<file path="config.mk">
export PLATFORM = sky130hd
export DESIGN_NAME = silence_trim_detector_flat
export DESIGN_NICKNAME = d
export VERILOG_FILES = /design/src/rtl/ste_pkg.sv /design/src/rtl/ste_ifs.sv /design/src/rtl/ste_lane.sv /design/src/rtl/ste_merge.sv /design/src/rtl/ste_tracker.sv /design/src/rtl/silence_trim_detector.sv /design/src/flat_wrapper.sv
export SDC_FILE = /design/constraint.sdc
export NUM_CORES = 2
export LEC_CHECK = 0
export ABC_AREA = 1
export CORE_MARGIN = 3
export CORE_UTILIZATION = 55
export DETAILED_ROUTE_END_ITERATION = 6
export DONT_BUFFER_PORTS = 1
export GPL_TIMING_DRIVEN = 0
export PLACE_DENSITY = 0.7
export SETUP_SLACK_MARGIN = 0.02
export SLEW_MARGIN = 0
export SYNTH_ARGS = -nofsm -noshare
export SYNTH_HDL_FRONTEND = slang
export SYNTH_SLANG_ARGS = --single-unit
</file>
<file path="constraint.sdc">
create_clock -name clk -period 7.91 [get_ports clk]
set_clock_uncertainty 0.1 [all_clocks]
set_input_delay 1.582 -clock clk [delete_from_list [all_inputs] [get_ports clk]]
set_output_delay 1.582 -clock clk [all_outputs]
set_load 0.05 [all_outputs]
</file>
<file path="src/rtl/ste_pkg.sv">
// shared types, constants and register codes for the silence trim detector
// no dependencies
package ste_pkg;

  localparam int MAX_CHANNELS = 4;
  localparam int SAMPLE_W     = 24;
  localparam int MAG_W        = 24;
  localparam int CNT_W        = 16;
  localparam int POS_W        = 48;
  localparam int CHAN_W       = 3;
  localparam int CFG_IDX_W    = 2;
  localparam int CFG_DATA_W   = 24;

  localparam logic [POS_W-1:0] POS_MAX = {POS_W{1'b1}};
  localparam logic [CNT_W-1:0] CNT_MAX = {CNT_W{1'b1}};

  localparam logic [CFG_IDX_W-1:0] REG_THRESHOLD  = 2'd0;
  localparam logic [CFG_IDX_W-1:0] REG_WINDOW     = 2'd1;
  localparam logic [CFG_IDX_W-1:0] REG_HYSTERESIS = 2'd2;
  localparam logic [CFG_IDX_W-1:0] REG_CHANNELS   = 2'd3;

  localparam logic FUNC_FRAME  = 1'b0;
  localparam logic FUNC_FINISH = 1'b1;

  typedef struct packed {
    logic [MAG_W-1:0] threshold;
    logic [CNT_W-1:0] win_len;
    logic [CNT_W-1:0] hyst_len;
  } ste_cfg_t;

  typedef struct packed {
    logic             func;
    logic [MAG_W-1:0] peak;
    logic [POS_W-1:0] total;
  } ste_frame_t;

  typedef struct packed {
    logic             found;
    logic [POS_W-1:0] first;
    logic [POS_W-1:0] last;
    logic [POS_W-1:0] total;
  } ste_res_t;

endpackage

</file>
<file path="src/rtl/ste_ifs.sv">
// valid/ready channel interfaces for input items, result items and register writes
// depends on ste_pkg
interface ste_in_if import ste_pkg::*; ();
  logic                       valid;
  logic                       ready;
  logic                       func;
  logic signed [SAMPLE_W-1:0] sample_0;
  logic signed [SAMPLE_W-1:0] sample_1;
  logic signed [SAMPLE_W-1:0] sample_2;
  logic signed [SAMPLE_W-1:0] sample_3;
  logic        [POS_W-1:0]    track_len;

  modport source (output valid, func, sample_0, sample_1, sample_2, sample_3, track_len,
                  input ready);
  modport sink   (input valid, func, sample_0, sample_1, sample_2, sample_3, track_len,
                  output ready);
endinterface

interface ste_out_if import ste_pkg::*; ();
  logic             valid;
  logic             ready;
  logic             sound_found;
  logic [POS_W-1:0] begin_frame;
  logic [POS_W-1:0] end_frame;

  modport source (output valid, sound_found, begin_frame, end_frame, input ready);
  modport sink   (input valid, sound_found, begin_frame, end_frame, output ready);
endinterface

interface ste_cfg_if import ste_pkg::*; ();
  logic                  valid;
  logic                  ready;
  logic [CFG_IDX_W-1:0]  index;
  logic [CFG_DATA_W-1:0] data;

  modport source (output valid, index, data, input ready);
  modport sink   (input valid, index, data, output ready);
endinterface

</file>
<file path="src/rtl/ste_lane.sv">
// one sample lane: magnitude of a signed 24-bit sample, zero when the lane is unused
// depends on ste_pkg
module ste_lane import ste_pkg::*; (
  input  logic signed [SAMPLE_W-1:0] sample,
  input  logic                       en,
  output logic        [MAG_W-1:0]    mag
);

  logic [MAG_W-1:0] raw;

  assign raw = sample[SAMPLE_W-1] ? (~sample + SAMPLE_W'(1)) : sample;
  assign mag = en ? raw : '0;

endmodule

</file>
<file path="src/rtl/ste_merge.sv">
// merge stage: largest lane magnitude of a frame, registered with the item
// depends on ste_pkg
module ste_merge import ste_pkg::*; (
  input  logic                   clk,
  input  logic                   rst_n,
  input  logic [MAG_W-1:0]       lane_mag [MAX_CHANNELS],
  input  logic                   in_valid,
  output logic                   in_ready,
  input  logic                   in_func,
  input  logic [POS_W-1:0]       in_total,
  output logic                   frm_valid,
  input  logic                   frm_ready,
  output ste_frame_t             frm
);

  logic             valid_r;
  ste_frame_t       frm_r;
  ste_frame_t       frm_nxt;
  logic [MAG_W-1:0] peak;

  always_comb begin
    peak = '0;
    for (int c = 0; c < MAX_CHANNELS; c++) begin
      if (lane_mag[c] > peak) begin
        peak = lane_mag[c];
      end
    end
  end

  assign frm_nxt.func  = in_func;
  assign frm_nxt.peak  = peak;
  assign frm_nxt.total = in_total;

  assign in_ready  = !valid_r || frm_ready;
  assign frm_valid = valid_r;
  assign frm       = frm_r;

  always_ff @(posedge clk) begin
    if (!rst_n) begin
      valid_r <= 1'b0;
    end else if (in_ready) begin
      valid_r <= in_valid;
    end
  end

  always_ff @(posedge clk) begin
    if (in_ready && in_valid) begin
      frm_r <= frm_nxt;
    end
  end

endmodule

</file>
<file path="src/rtl/ste_tracker.sv">
// window and hysteresis tracker: closes windows, follows sound runs, holds finish results
// depends on ste_pkg
module ste_tracker import ste_pkg::*; (
  input  logic       clk,
  input  logic       rst_n,
  input  ste_cfg_t   cfg,
  input  logic       frm_valid,
  output logic       frm_ready,
  input  ste_frame_t frm,
  output logic       res_valid,
  input  logic       res_ready,
  output ste_res_t   res
);

  logic [MAG_W-1:0] window_peak_r,    window_peak_nxt;
  logic [CNT_W-1:0] frames_in_win_r,  frames_in_win_nxt;
  logic [POS_W-1:0] window_begin_r,   window_begin_nxt;
  logic [CNT_W-1:0] loud_count_r,     loud_count_nxt;
  logic [CNT_W-1:0] quiet_count_r,    quiet_count_nxt;
  logic [POS_W-1:0] run_begin_r,      run_begin_nxt;
  logic             sounding_r,       sounding_nxt;
  logic             found_r,          found_nxt;
  logic [POS_W-1:0] first_pos_r,      first_pos_nxt;
  logic [POS_W-1:0] last_pos_r,       last_pos_nxt;
  logic [POS_W-1:0] frame_pos_r,      frame_pos_nxt;
  logic             res_valid_r;
  ste_res_t         res_r;

  logic             take;
  logic             is_finish;
  logic [CNT_W-1:0] wlen;
  logic [CNT_W-1:0] need;
  logic [MAG_W-1:0] peak_new;
  logic [CNT_W-1:0] fiw_inc;
  logic [POS_W-1:0] pos_inc;
  logic             do_close;
  logic [MAG_W-1:0] close_peak;
  logic [POS_W-1:0] close_end;

  assign is_finish = (frm.func == FUNC_FINISH);
  assign frm_ready = !is_finish || !res_valid_r || res_ready;
  assign take      = frm_valid && frm_ready;

  assign wlen     = (cfg.win_len == '0) ? CNT_W'(1) : cfg.win_len;
  assign need     = (cfg.hyst_len == '0) ? CNT_W'(1) : cfg.hyst_len;
  assign peak_new = (frm.peak > window_peak_r) ? frm.peak : window_peak_r;
  assign fiw_inc  = (frames_in_win_r == CNT_MAX) ? CNT_MAX : frames_in_win_r + CNT_W'(1);
  assign pos_inc  = (frame_pos_r == POS_MAX) ? POS_MAX : frame_pos_r + POS_W'(1);

  always_comb begin
    if (is_finish) begin
      do_close   = (frames_in_win_r != '0);
      close_peak = window_peak_r;
      close_end  = frame_pos_r;
    end else begin
      do_close   = (fiw_inc >= wlen);
      close_peak = peak_new;
      close_end  = pos_inc;
    end
  end

  always_comb begin
    window_peak_nxt   = window_peak_r;
    frames_in_win_nxt = frames_in_win_r;
    window_begin_nxt  = window_begin_r;
    loud_count_nxt    = loud_count_r;
    quiet_count_nxt   = quiet_count_r;
    run_begin_nxt     = run_begin_r;
    sounding_nxt      = sounding_r;
    found_nxt         = found_r;
    first_pos_nxt     = first_pos_r;
    last_pos_nxt      = last_pos_r;
    frame_pos_nxt     = frame_pos_r;
    if (!is_finish) begin
      window_peak_nxt   = peak_new;
      frames_in_win_nxt = fiw_inc;
      frame_pos_nxt     = pos_inc;
    end
    if (do_close) begin
      if (close_peak > cfg.threshold) begin
        if (loud_count_r == '0) begin
          run_begin_nxt = window_begin_r;
        end
        loud_count_nxt  = (loud_count_r == CNT_MAX) ? CNT_MAX : loud_count_r + CNT_W'(1);
        quiet_count_nxt = '0;
        if (!sounding_r && (loud_count_nxt >= need)) begin
          sounding_nxt = 1'b1;
          if (!found_r) begin
            found_nxt     = 1'b1;
            first_pos_nxt = run_begin_nxt;
          end
        end
        if (sounding_nxt) begin
          last_pos_nxt = close_end;
        end
      end else begin
        loud_count_nxt  = '0;
        quiet_count_nxt = (quiet_count_r == CNT_MAX) ? CNT_MAX : quiet_count_r + CNT_W'(1);
        if (sounding_r && (quiet_count_nxt >= need)) begin
          sounding_nxt = 1'b0;
        end
      end
      window_peak_nxt   = '0;
      frames_in_win_nxt = '0;
      window_begin_nxt  = close_end;
    end
  end

  always_ff @(posedge clk) begin
    if (!rst_n) begin
      window_peak_r   <= '0;
      frames_in_win_r <= '0;
      window_begin_r  <= '0;
      loud_count_r    <= '0;
      quiet_count_r   <= '0;
      run_begin_r     <= '0;
      sounding_r      <= 1'b0;
      found_r         <= 1'b0;
      first_pos_r     <= '0;
      last_pos_r      <= '0;
      frame_pos_r     <= '0;
    end else if (take) begin
      window_peak_r   <= window_peak_nxt;
      frames_in_win_r <= frames_in_win_nxt;
      window_begin_r  <= window_begin_nxt;
      loud_count_r    <= loud_count_nxt;
      quiet_count_r   <= quiet_count_nxt;
      run_begin_r     <= run_begin_nxt;
      sounding_r      <= sounding_nxt;
      found_r         <= found_nxt;
      first_pos_r     <= first_pos_nxt;
      last_pos_r      <= last_pos_nxt;
      frame_pos_r     <= frame_pos_nxt;
    end
  end

  // finish snapshot waiting for the output register
  always_ff @(posedge clk) begin
    if (!rst_n) begin
      res_valid_r <= 1'b0;
    end else if (take && is_finish) begin
      res_valid_r <= 1'b1;
    end else if (res_ready) begin
      res_valid_r <= 1'b0;
    end
  end

  always_ff @(posedge clk) begin
    if (take && is_finish) begin
      res_r.found <= found_nxt;
      res_r.first <= first_pos_nxt;
      res_r.last  <= last_pos_nxt;
      res_r.total <= frm.total;
    end
  end

  assign res_valid = res_valid_r;
  assign res       = res_r;

  a_sound_needs_found: assert property (@(posedge clk) disable iff (!rst_n)
    sounding_r |-> found_r)
    else $error("sounding without a recorded sound start");

  a_runs_exclusive: assert property (@(posedge clk) disable iff (!rst_n)
    !((loud_count_r != '0) && (quiet_count_r != '0)))
    else $error("loud and quiet runs counted at once");

  a_finish_closes: assert property (@(posedge clk) disable iff (!rst_n)
    (take && is_finish) |=> (frames_in_win_r == '0))
    else $error("partial window left open after finish");

  a_end_after_begin: assert property (@(posedge clk) disable iff (!rst_n)
    found_r |-> (last_pos_r >= first_pos_r))
    else $error("last sound end before first sound start");

endmodule

</file>
<file path="src/rtl/silence_trim_detector.sv">
// Silence trim detector. Each input item is either an audio frame of up to four signed
// 24-bit samples (func = 0) or a finish request (func = 1). Frames produce no result; a
// finish closes any partial window and returns one item with sound_found, begin_frame and
// end_frame. One item is taken per clock: the lane magnitudes and their maximum are
// registered in a first stage, window and hysteresis state updates in the second, and the
// result passes through a snapshot register and the output register. Frames keep flowing
// while a result waits; input stalls only when a finish finds both result registers full.
// Register writes are taken every cycle and must only be made while the block is idle.
// depends on ste_pkg, ste_ifs, ste_lane, ste_merge, ste_tracker
module silence_trim_detector import ste_pkg::*; (
  input logic      clk,
  input logic      rst_n,
  ste_in_if.sink   in_ch,
  ste_out_if.source out_ch,
  ste_cfg_if.sink  cfg_ch
);

  logic [MAG_W-1:0]  threshold_r;
  logic [CNT_W-1:0]  win_len_r;
  logic [CNT_W-1:0]  hysteresis_r;
  logic [CHAN_W-1:0] channels_r;

  logic signed [SAMPLE_W-1:0] samples  [MAX_CHANNELS];
  logic        [MAG_W-1:0]    lane_mag [MAX_CHANNELS];

  ste_cfg_t   cfg;
  logic       frm_valid;
  logic       frm_ready;
  ste_frame_t frm;
  logic       res_valid;
  logic       res_ready;
  ste_res_t   res;

  logic             out_valid_r;
  logic             out_found_r;
  logic [POS_W-1:0] out_begin_r;
  logic [POS_W-1:0] out_end_r;
  logic [POS_W-1:0] last_clamp;
  logic [POS_W-1:0] end_val;

  // configuration registers
  assign cfg_ch.ready = 1'b1;

  always_ff @(posedge clk) begin
    if (!rst_n) begin
      threshold_r  <= MAG_W'(8389);
      win_len_r    <= CNT_W'(480);
      hysteresis_r <= CNT_W'(1);
      channels_r   <= CHAN_W'(2);
    end else if (cfg_ch.valid) begin
      unique case (cfg_ch.index)
        REG_THRESHOLD:  threshold_r  <= cfg_ch.data[MAG_W-1:0];
        REG_WINDOW:     win_len_r    <= cfg_ch.data[CNT_W-1:0];
        REG_HYSTERESIS: hysteresis_r <= cfg_ch.data[CNT_W-1:0];
        REG_CHANNELS:   channels_r   <= cfg_ch.data[CHAN_W-1:0];
        default: ;
      endcase
    end
  end

  assign cfg.threshold = threshold_r;
  assign cfg.win_len   = win_len_r;
  assign cfg.hyst_len  = hysteresis_r;

  // sample lanes
  assign samples[0] = in_ch.sample_0;
  assign samples[1] = in_ch.sample_1;
  assign samples[2] = in_ch.sample_2;
  assign samples[3] = in_ch.sample_3;

  for (genvar c = 0; c < MAX_CHANNELS; c++) begin : g_lane
    ste_lane u_lane (
      .sample (samples[c]),
      .en     (CHAN_W'(c) < channels_r),
      .mag    (lane_mag[c])
    );
  end

  ste_merge u_merge (
    .clk       (clk),
    .rst_n     (rst_n),
    .lane_mag  (lane_mag),
    .in_valid  (in_ch.valid),
    .in_ready  (in_ch.ready),
    .in_func   (in_ch.func),
    .in_total  (in_ch.track_len),
    .frm_valid (frm_valid),
    .frm_ready (frm_ready),
    .frm       (frm)
  );

  ste_tracker u_tracker (
    .clk       (clk),
    .rst_n     (rst_n),
    .cfg       (cfg),
    .frm_valid (frm_valid),
    .frm_ready (frm_ready),
    .frm       (frm),
    .res_valid (res_valid),
    .res_ready (res_ready),
    .res       (res)
  );

  // end point clamped to track length, never below the start
  assign last_clamp = (res.last < res.total) ? res.last : res.total;
  assign end_val    = (last_clamp > res.first) ? last_clamp : res.first;
  assign res_ready  = !out_valid_r || out_ch.ready;

  always_ff @(posedge clk) begin
    if (!rst_n) begin
      out_valid_r <= 1'b0;
    end else if (res_ready) begin
      out_valid_r <= res_valid;
    end
  end

  always_ff @(posedge clk) begin
    if (res_ready && res_valid) begin
      out_found_r <= res.found;
      out_begin_r <= res.found ? res.first : '0;
      out_end_r   <= res.found ? end_val : '0;
    end
  end

  assign out_ch.valid       = out_valid_r;
  assign out_ch.sound_found = out_found_r;
  assign out_ch.begin_frame = out_begin_r;
  assign out_ch.end_frame   = out_end_r;

endmodule
</file>
<file path="src/flat_wrapper.sv">
// flat-port wrapper written by rule: the top's interface ports become plain ports
module silence_trim_detector_flat import ste_pkg::*;
  (clk, rst_n, in_ch_valid, in_ch_func, in_ch_sample_0, in_ch_sample_1, in_ch_sample_2, in_ch_sample_3, in_ch_track_len, in_ch_ready, out_ch_valid, out_ch_sound_found, out_ch_begin_frame, out_ch_end_frame, out_ch_ready, cfg_ch_valid, cfg_ch_index, cfg_ch_data, cfg_ch_ready);
  ste_in_if in_ch_i ();
  ste_out_if out_ch_i ();
  ste_cfg_if cfg_ch_i ();
  input logic clk;
  input logic rst_n;
  input wire logic [$bits(in_ch_i.valid)-1:0] in_ch_valid;
  input wire logic [$bits(in_ch_i.func)-1:0] in_ch_func;
  input wire logic [$bits(in_ch_i.sample_0)-1:0] in_ch_sample_0;
  input wire logic [$bits(in_ch_i.sample_1)-1:0] in_ch_sample_1;
  input wire logic [$bits(in_ch_i.sample_2)-1:0] in_ch_sample_2;
  input wire logic [$bits(in_ch_i.sample_3)-1:0] in_ch_sample_3;
  input wire logic [$bits(in_ch_i.track_len)-1:0] in_ch_track_len;
  output wire logic [$bits(in_ch_i.ready)-1:0] in_ch_ready;
  output wire logic [$bits(out_ch_i.valid)-1:0] out_ch_valid;
  output wire logic [$bits(out_ch_i.sound_found)-1:0] out_ch_sound_found;
  output wire logic [$bits(out_ch_i.begin_frame)-1:0] out_ch_begin_frame;
  output wire logic [$bits(out_ch_i.end_frame)-1:0] out_ch_end_frame;
  input wire logic [$bits(out_ch_i.ready)-1:0] out_ch_ready;
  input wire logic [$bits(cfg_ch_i.valid)-1:0] cfg_ch_valid;
  input wire logic [$bits(cfg_ch_i.index)-1:0] cfg_ch_index;
  input wire logic [$bits(cfg_ch_i.data)-1:0] cfg_ch_data;
  output wire logic [$bits(cfg_ch_i.ready)-1:0] cfg_ch_ready;
  assign in_ch_i.valid = in_ch_valid;
  assign in_ch_i.func = in_ch_func;
  assign in_ch_i.sample_0 = in_ch_sample_0;
  assign in_ch_i.sample_1 = in_ch_sample_1;
  assign in_ch_i.sample_2 = in_ch_sample_2;
  assign in_ch_i.sample_3 = in_ch_sample_3;
  assign in_ch_i.track_len = in_ch_track_len;
  assign in_ch_ready = in_ch_i.ready;
  assign out_ch_valid = out_ch_i.valid;
  assign out_ch_sound_found = out_ch_i.sound_found;
  assign out_ch_begin_frame = out_ch_i.begin_frame;
  assign out_ch_end_frame = out_ch_i.end_frame;
  assign out_ch_i.ready = out_ch_ready;
  assign cfg_ch_i.valid = cfg_ch_valid;
  assign cfg_ch_i.index = cfg_ch_index;
  assign cfg_ch_i.data = cfg_ch_data;
  assign cfg_ch_ready = cfg_ch_i.ready;
  silence_trim_detector u_core (.clk(clk), .rst_n(rst_n), .in_ch(in_ch_i), .out_ch(out_ch_i), .cfg_ch(cfg_ch_i));
endmodule
</file>
Word-level counts from Yosys, hierarchy flattened
Index checks and enable logic that the tools add are counted.

Add/subtract/negate cells: 8. Magnitude comparators: 15. Equal/unequal tests: 8. Multiplexer cells: 47. Bitwise gates (word level): 4. Reduce and logical (&&, ||, !) cells: 30.

Operators by type and width (count): 48-bit two-way mux (12); 24-bit two-way mux (15); 16-bit two-way mux (9); 24-bit greater-than comparator (5); 24-bit by 2-bit adder with 24-bit output (second input constant) (4); 24-bit inverter (4); 16-bit by 1-bit adder with 16-bit output (second input constant) (3); 48-bit by 1-bit adder with 48-bit output (second input constant) (1); 16-bit == test (second input constant) (3); 48-bit == test (second input constant) (1); 16-bit greater-or-equal comparator (3); 48-bit greater-than comparator (1); 16-bit logical NOT (3); 48-bit < comparator (1); 24-bit by 1-bit greater-than comparator with 1-bit output (second input constant) (1); 16-bit nonzero test (1); 2-bit AND reduction (6); 1-bit two-way mux (11); 1-bit logical AND (6); 1-bit by 3-bit < comparator with 1-bit output (first input constant) (2); 2-bit by 3-bit < comparator with 1-bit output (first input constant) (2); 3-bit AND reduction (2); 1-bit logical NOT (5); 2-bit == test (second input constant) (2); other kinds (5) (9).

Bits in registers: 691. Bits of input ports: 176. Output and inout bits: 100. Logic and storage cells: 140.

Logic depth before layout (Yosys ltp)
Depth after elaboration: 12. Gate-level depth with buffers: 52. Mapped depth without buffers: 48.

Modules after synthesis
From an unflattened synthesis, not the netlist that was laid out.

Cells, all modules: 5997. Area, all modules: 42394.4 µm².

By module, submodules not included: ste_tracker (times used 1, cells each 3487, area an instance 24641.1 µm², sequential area each 10660.2 µm²); silence_trim_detector (times used 1, cells each 1254, area an instance 9648.0 µm², sequential area each 4113.9 µm²); ste_merge (times used 1, cells each 572, area an instance 4982.3 µm², sequential area each 2212.1 µm²); ste_lane (times used 4, cells each 171, area an instance 780.7 µm², sequential area each 0.0 µm²).

Worst setup path after synthesis
Ideal clock, no wire load.

Kind: input to register. From: input in_ch_sample_1[0]. To: register u_core.u_merge.frm_r, in the netlist u_core.u_merge.frm[59], data pin. Setup time: 269 ps. Data arrival time: 7371 ps. Required time: 7541 ps. Slack: 171 ps. Cell stages on the path: 49. Path buffers: 4. Path through: inv_1 ha_1 inv_1 nor3_2 inv_1 nor2_1 nand3_1 nand2_1 o21ai_1 nor2_1 nand2_1 nand3_1 inv_1 ha_1 nand2_1 nor4_2 nand2_1 o211ai_1 (+13 left out) nand2_1 inv_1 buf_2 nand2_1 o21ai_0 inv_1 ha_1 nand2_1 nor2_1 a211oi_1 o221a_2 nand3_1 nand2_1 inv_1 buf_2 clkbuf_1 nand2_1 o21ai_0.

Cells in the longest elaborated chain, start to end: 10.

RTL lines: start: declaration (RTL line flat_wrapper.sv:12) `input wire logic [$bits(in_ch_i.sample_1)-1:0] in_ch_sample_1;`; 24-bit inverter (RTL line ste_lane.sv:11) `assign raw = sample[SAMPLE_W-1] ? (~sample + SAMPLE_W'(1)) : sample;`; 24-bit by 2-bit adder with 24-bit output (RTL line ste_lane.sv:11); 24-bit two-way mux * (RTL line ste_lane.sv:11); 24-bit two-way mux * (RTL line ste_lane.sv:12) `assign mag = en ? raw : '0;`; 24-bit greater-than comparator (RTL line ste_merge.sv:24) `if (lane_mag[c] > peak) begin`; 24-bit two-way mux * (RTL line ste_merge.sv:24); 24-bit greater-than comparator (RTL line ste_merge.sv:24); 24-bit two-way mux * (RTL line ste_merge.sv:24); 24-bit greater-than comparator (RTL line ste_merge.sv:24); 24-bit two-way mux * (RTL line ste_merge.sv:24); via u_core.u_merge.peak[11] (RTL line ste_merge.sv:19) `logic [MAG_W-1:0] peak;`; end signal: assignment (RTL line ste_merge.sv:48) `frm_r <= frm_nxt;`; end: declaration (RTL line ste_merge.sv:17) `ste_frame_t frm_r;`.

The timed path passes the listed nets; every way through them passes the cells marked *. A chain may end at the register's enable or synchronous reset.

Worst setup path in the final report
From: input in_ch_sample_1[1]. To: register u_core.u_merge.frm_r, in the netlist u_core.u_merge.frm[60], data pin.

The elaborated chain is that of the path after synthesis.

==> Flow_metrics.wiki <==
{| class="wikitable"
! Metric !! Value
|-
| Switching portion of total power || 28.83%
|-
| Number of nets in the synthesized netlist || 5957
|-
| Crit end category || flop
|-
| Setup slack, reg-to-reg || 0.61 ns
|-
| Routed vias/inst || 5.502
|-
| Flip-flop and latch count after synthesis || 691
|-
| Via count of the first global-routing pass || 33.41k
|-
| Final critical path time including I/O delays and setup || 7.601 ns
|-
| CTS tree || done
|-
| Startpoint of the most critical register-to-register path || u_core.channels_r[1]$_SDFFE_PN1P_
|-
| Kind of launch point of the worst setup path || primary input
|-
| Hold violation count in the final report || 0
|-
| Overall routed net length || 117100 um
|-
| Result of the run || finished, final reports clean
|-
| Signed area change from the synthesized netlist to the final layout || 11.19%
|-
| Critical path data required time || 8.11 ns
|-
| Share of Yosys cell area claimed by the top area cell type || 23.52%
|-
| Die span in y || 276.4 um
|-
| Sequential cell area fraction in the yosys report || 42.24%
|-
| Type of the setup path with the least slack || in -> reg
|-
| Max Root-Sink Buffers || 3
|-
| Part of the power in combinational logic || 16.4%
|-
| TritonCTS Sinks || 691
|-
| Number of vias in the routed layout || 36.44k
|-
| Initial DRC Count || 2938
|-
| Area of all sequential standard cells || 16990 um^2
|-
| Layout net count || 6058
|-
| Gr usage total || 29.37%
|-
| Post-route worst setup slack || 0.3091 ns
|-
| Yosys warning count || 0
|-
| CTS H-Tree Depth || 3
|-
| Critical Path Sink || u_core.u_merge.frm[60]$_DFFE_PP_
|-
| Synthesized area per cell || 7.301 um^2
|-
| Most instantiated library cell after synthesis || nand2_1
|-
| CP max-delay cell || nor4_4
|-
| Initial Utilization || 55.87%
|-
| Psw || 2.687 mW
|-
| Cells taking the most area after synthesis || edfxtp_1 24%, dfxtp_1 19%, nand2_1 13%
|-
| Dominant cell type by count on the critical path || nand2_1
|-
| Routability Congestion || 0.9591
|-
| Post-route DRC violation count || 0
|-
| Combined area of all synthesized cells || 40210 um^2
|-
| Main flop type after synthesis || dfxtp_1
|-
| Sequential group share of total power || 43.6%
|-
| Post-Route Setup TNS || 0 ns
|-
| Arrival time reported for the critical path endpoint || 7.80 ns
|-
| Slowest cell delay on critical path || 0.35 ns
|-
| Worst-Margin Slew || 0.9746 ns
|-
| Final cycle utilization of the critical path || 96.09%
|-
| Maximum achievable frequency || 0.1316 GHz
|-
| First-pass GRT wire length || 181000 um
|-
| Cell Pwr Density || 208.4 nW/um^2
|-
| Number of max-slew violations in the final report || 0
|-
| Share of synthesized registers carrying an async set or reset || 0%
|-
| Final setup fails || 0
|-
| TritonCTS Buffers || 76
|-
| Number of port buffers || 0
|-
| Worst skew pair latency || 0.66 ns
|-
| Fill cell instance count of the final layout || 6436
|-
| Area of the core || 71980 um^2
|-
| Initial antenna violation count || 1
|-
| Number of enable flip-flop cells after synthesis || 315
|-
| Top post-synthesis cells by count || 1397 x nand2_1, 701 x inv_1, 663 x nor2_1, 410 x o21ai_0, 376 x dfxtp_1
|-
| Internal power || 6.632 mW
|-
| Critical R2R Capture || u_core.u_merge.frm[60]$_DFFE_PP_
|-
| Worst IR Drop VDD || 0.0002738 V
|-
| Total overflow reported by the global router || 0
|-
| Max-Cap Viols || 0
|-
| Placement-stage worst setup slack || -1.610 ns
|-
| Overall power after layout || 9.319 mW
|-
| Post-synthesis cell count || 5508
|-
| Number of nets with antenna violations after routing || 0
|-
| Worst Reg2Reg Path Length in Cells || 45
|-
| Share of post-route cells with drive strength above 1 || 5.959%
|-
| Max FO, Critical Path || 10
|-
| Hold WC Path Type || reg -> reg
|-
| Horiz. Die Dim || 276.4 um
|-
| Register clock-pin slew on the reported worst setup and hold paths || 0.06 ns
|-
| Ant. Diodes || 0
|-
| Largest net degree at the start of global routing || 102
|-
| Half-perimeter wire length of the detailed placement result || 90610 um
|-
| CP startpoint || in_ch_sample_1[1]
|-
| Utilization after layout || 62.13%
|-
| Wire per inst || 17.69 um
|-
| Area of combinational cells with multiple inputs || 19860 um^2
|-
| Cell at the root of the clock tree || clkbuf_16
|-
| Standard-cell rows || 98
|-
| Portion of total power attributed to the clock network || 40.0%
|-
| Detailed-router iteration count before antenna repair || 6
|-
| Count of boundary I/O pins || 276
|-
| Leakage power || 20.66 nW
|-
| Biggest area consumer among synthesized cells || edfxtp_1
|-
| Worst slew margin relative to its limit || 35.03%
|-
| Synth cell types || 56
|-
| Die area || 76400 um^2
|}
==> layout by cell type, fill, tap and decap left out, types with 52 or more instances in the layout <==
master,count
nand4_1,64
inv_1,692
nand3_1,351
clkbuf_1,145
o21ai_1,52
clkbuf_16,77
a21oi_1,360
edfxtp_1,315
o21ai_0,399
dfxtp_1,376
nor2_1,656
buf_2,55
nor3_1,68
ha_1,266
nand2_1,1385
==> repair_timing <==
item                                    4_1_cts  5_1_grt
gates cloned                                  0        2
gates resized for setup                      28      100
setup buffers                                 4       13
endpoints found under the setup margin       24       24
hold buffers                                  0        0
pin swaps                                     5       31
==> layout make-up <==
class,count,area share (%)
repair buffers,23,0.5204
clock buffers,95,4.597
clock inverters,46,1.335
inverters,713,6.024
plain buffers,235,2.459
multi-input cells,3869,44.42
well taps,950,2.658
flip-flops and latches,691,37.99
==> sequential cells by signal, summed over array words and instances, names as in the netlist, 24 cells and up <==
signal / flops
u_core.u_tracker.res: 145
u_core.u_merge.frm: 73
u_core.out_ch.begin_frame: 48
u_core.out_ch.end_frame: 48
u_core.u_tracker.first_pos_r: 48
u_core.u_tracker.frame_pos_r: 48
u_core.u_tracker.last_pos_r: 48
u_core.u_tracker.run_begin_r: 48
u_core.u_tracker.window_begin_r: 48
u_core.threshold_r: 24
u_core.u_tracker.window_peak_r: 24
==> power by group through the flow <==
stage	clock network, mW	registers [mW]	logic, mW
global route	3.94	4.07	1.73
CTS	3.78	4.06	1.47
finish	3.73	4.06	1.53
global placement	0	4.14	1.40
floorplan	0	4.10	1.03
detailed placement	0	4.13	1.43
==> layer usage <==
metal / vias up / share of wire [%] / global-route usage, %
met1: 16760 / 42 / 38.01
met4: 2 / 4.2 / 11.44
met3: 249 / 5.9 / 3.470
met2: 1180 / 48 / 50.28
met5: - / 0.011 / 0
li1: 18240 / - / -
==> worst max-delay path: cells and delay by family <==
kind,cells,cell delay (ns)
and+or+nand+nor,23,2.80
AOI/OAI and AO/OA,9,1.30
adders and majority gates,4,1.11
buffers and inverters,10,1.01
==> cell families after synthesis <==
family | count (synthesis) | synth area share (%)
and+or+nand+nor | 2643 | 27.28
buffers and inverters | 948 | 9.200
AOI/OAI and AO/OA | 913 | 11.93
adders and majority gates | 273 | 8.494
other | 1 | 0.009325
xor gates and xnor gates | 39 | 0.8494
DFF | 691 | 42.24
==> how the worst min path moves through the flow <==
stage / end / depth (start not counted) / from
5_1_grt: u_core.u_tracker.res[7]$_DFFE_PP_ / 0 / u_core.u_merge.frm[7]$_DFFE_PP_
3_5_place_dp: u_core.u_tracker.res[2]$_DFFE_PP_ / 0 / u_core.u_merge.frm[2]$_DFFE_PP_
2_1_floorplan: u_core.u_tracker.res[0]$_DFFE_PP_ / 0 / u_core.u_merge.frm[0]$_DFFE_PP_
3_3_place_gp: u_core.u_tracker.res[47]$_DFFE_PP_ / 0 / u_core.u_merge.frm[47]$_DFFE_PP_
4_1_cts: u_core.u_tracker.res[7]$_DFFE_PP_ / 0 / u_core.u_merge.frm[7]$_DFFE_PP_
6_report: u_core.u_tracker.res[7]$_DFFE_PP_ / 0 / u_core.u_merge.frm[7]$_DFFE_PP_
==> stage by stage <==
stage	instances	hold slack, ns	instance area, um^2
after floorplan	5508	0.3003	40210
after global placement	6458	0.3022	41400
after detailed placement	6462	0.3045	41510
after CTS	6607	0.2879	44280
after global routing	6622	0.3060	44720
final	6622	0.2901	44720
Power figures use the tool's default switching activity.
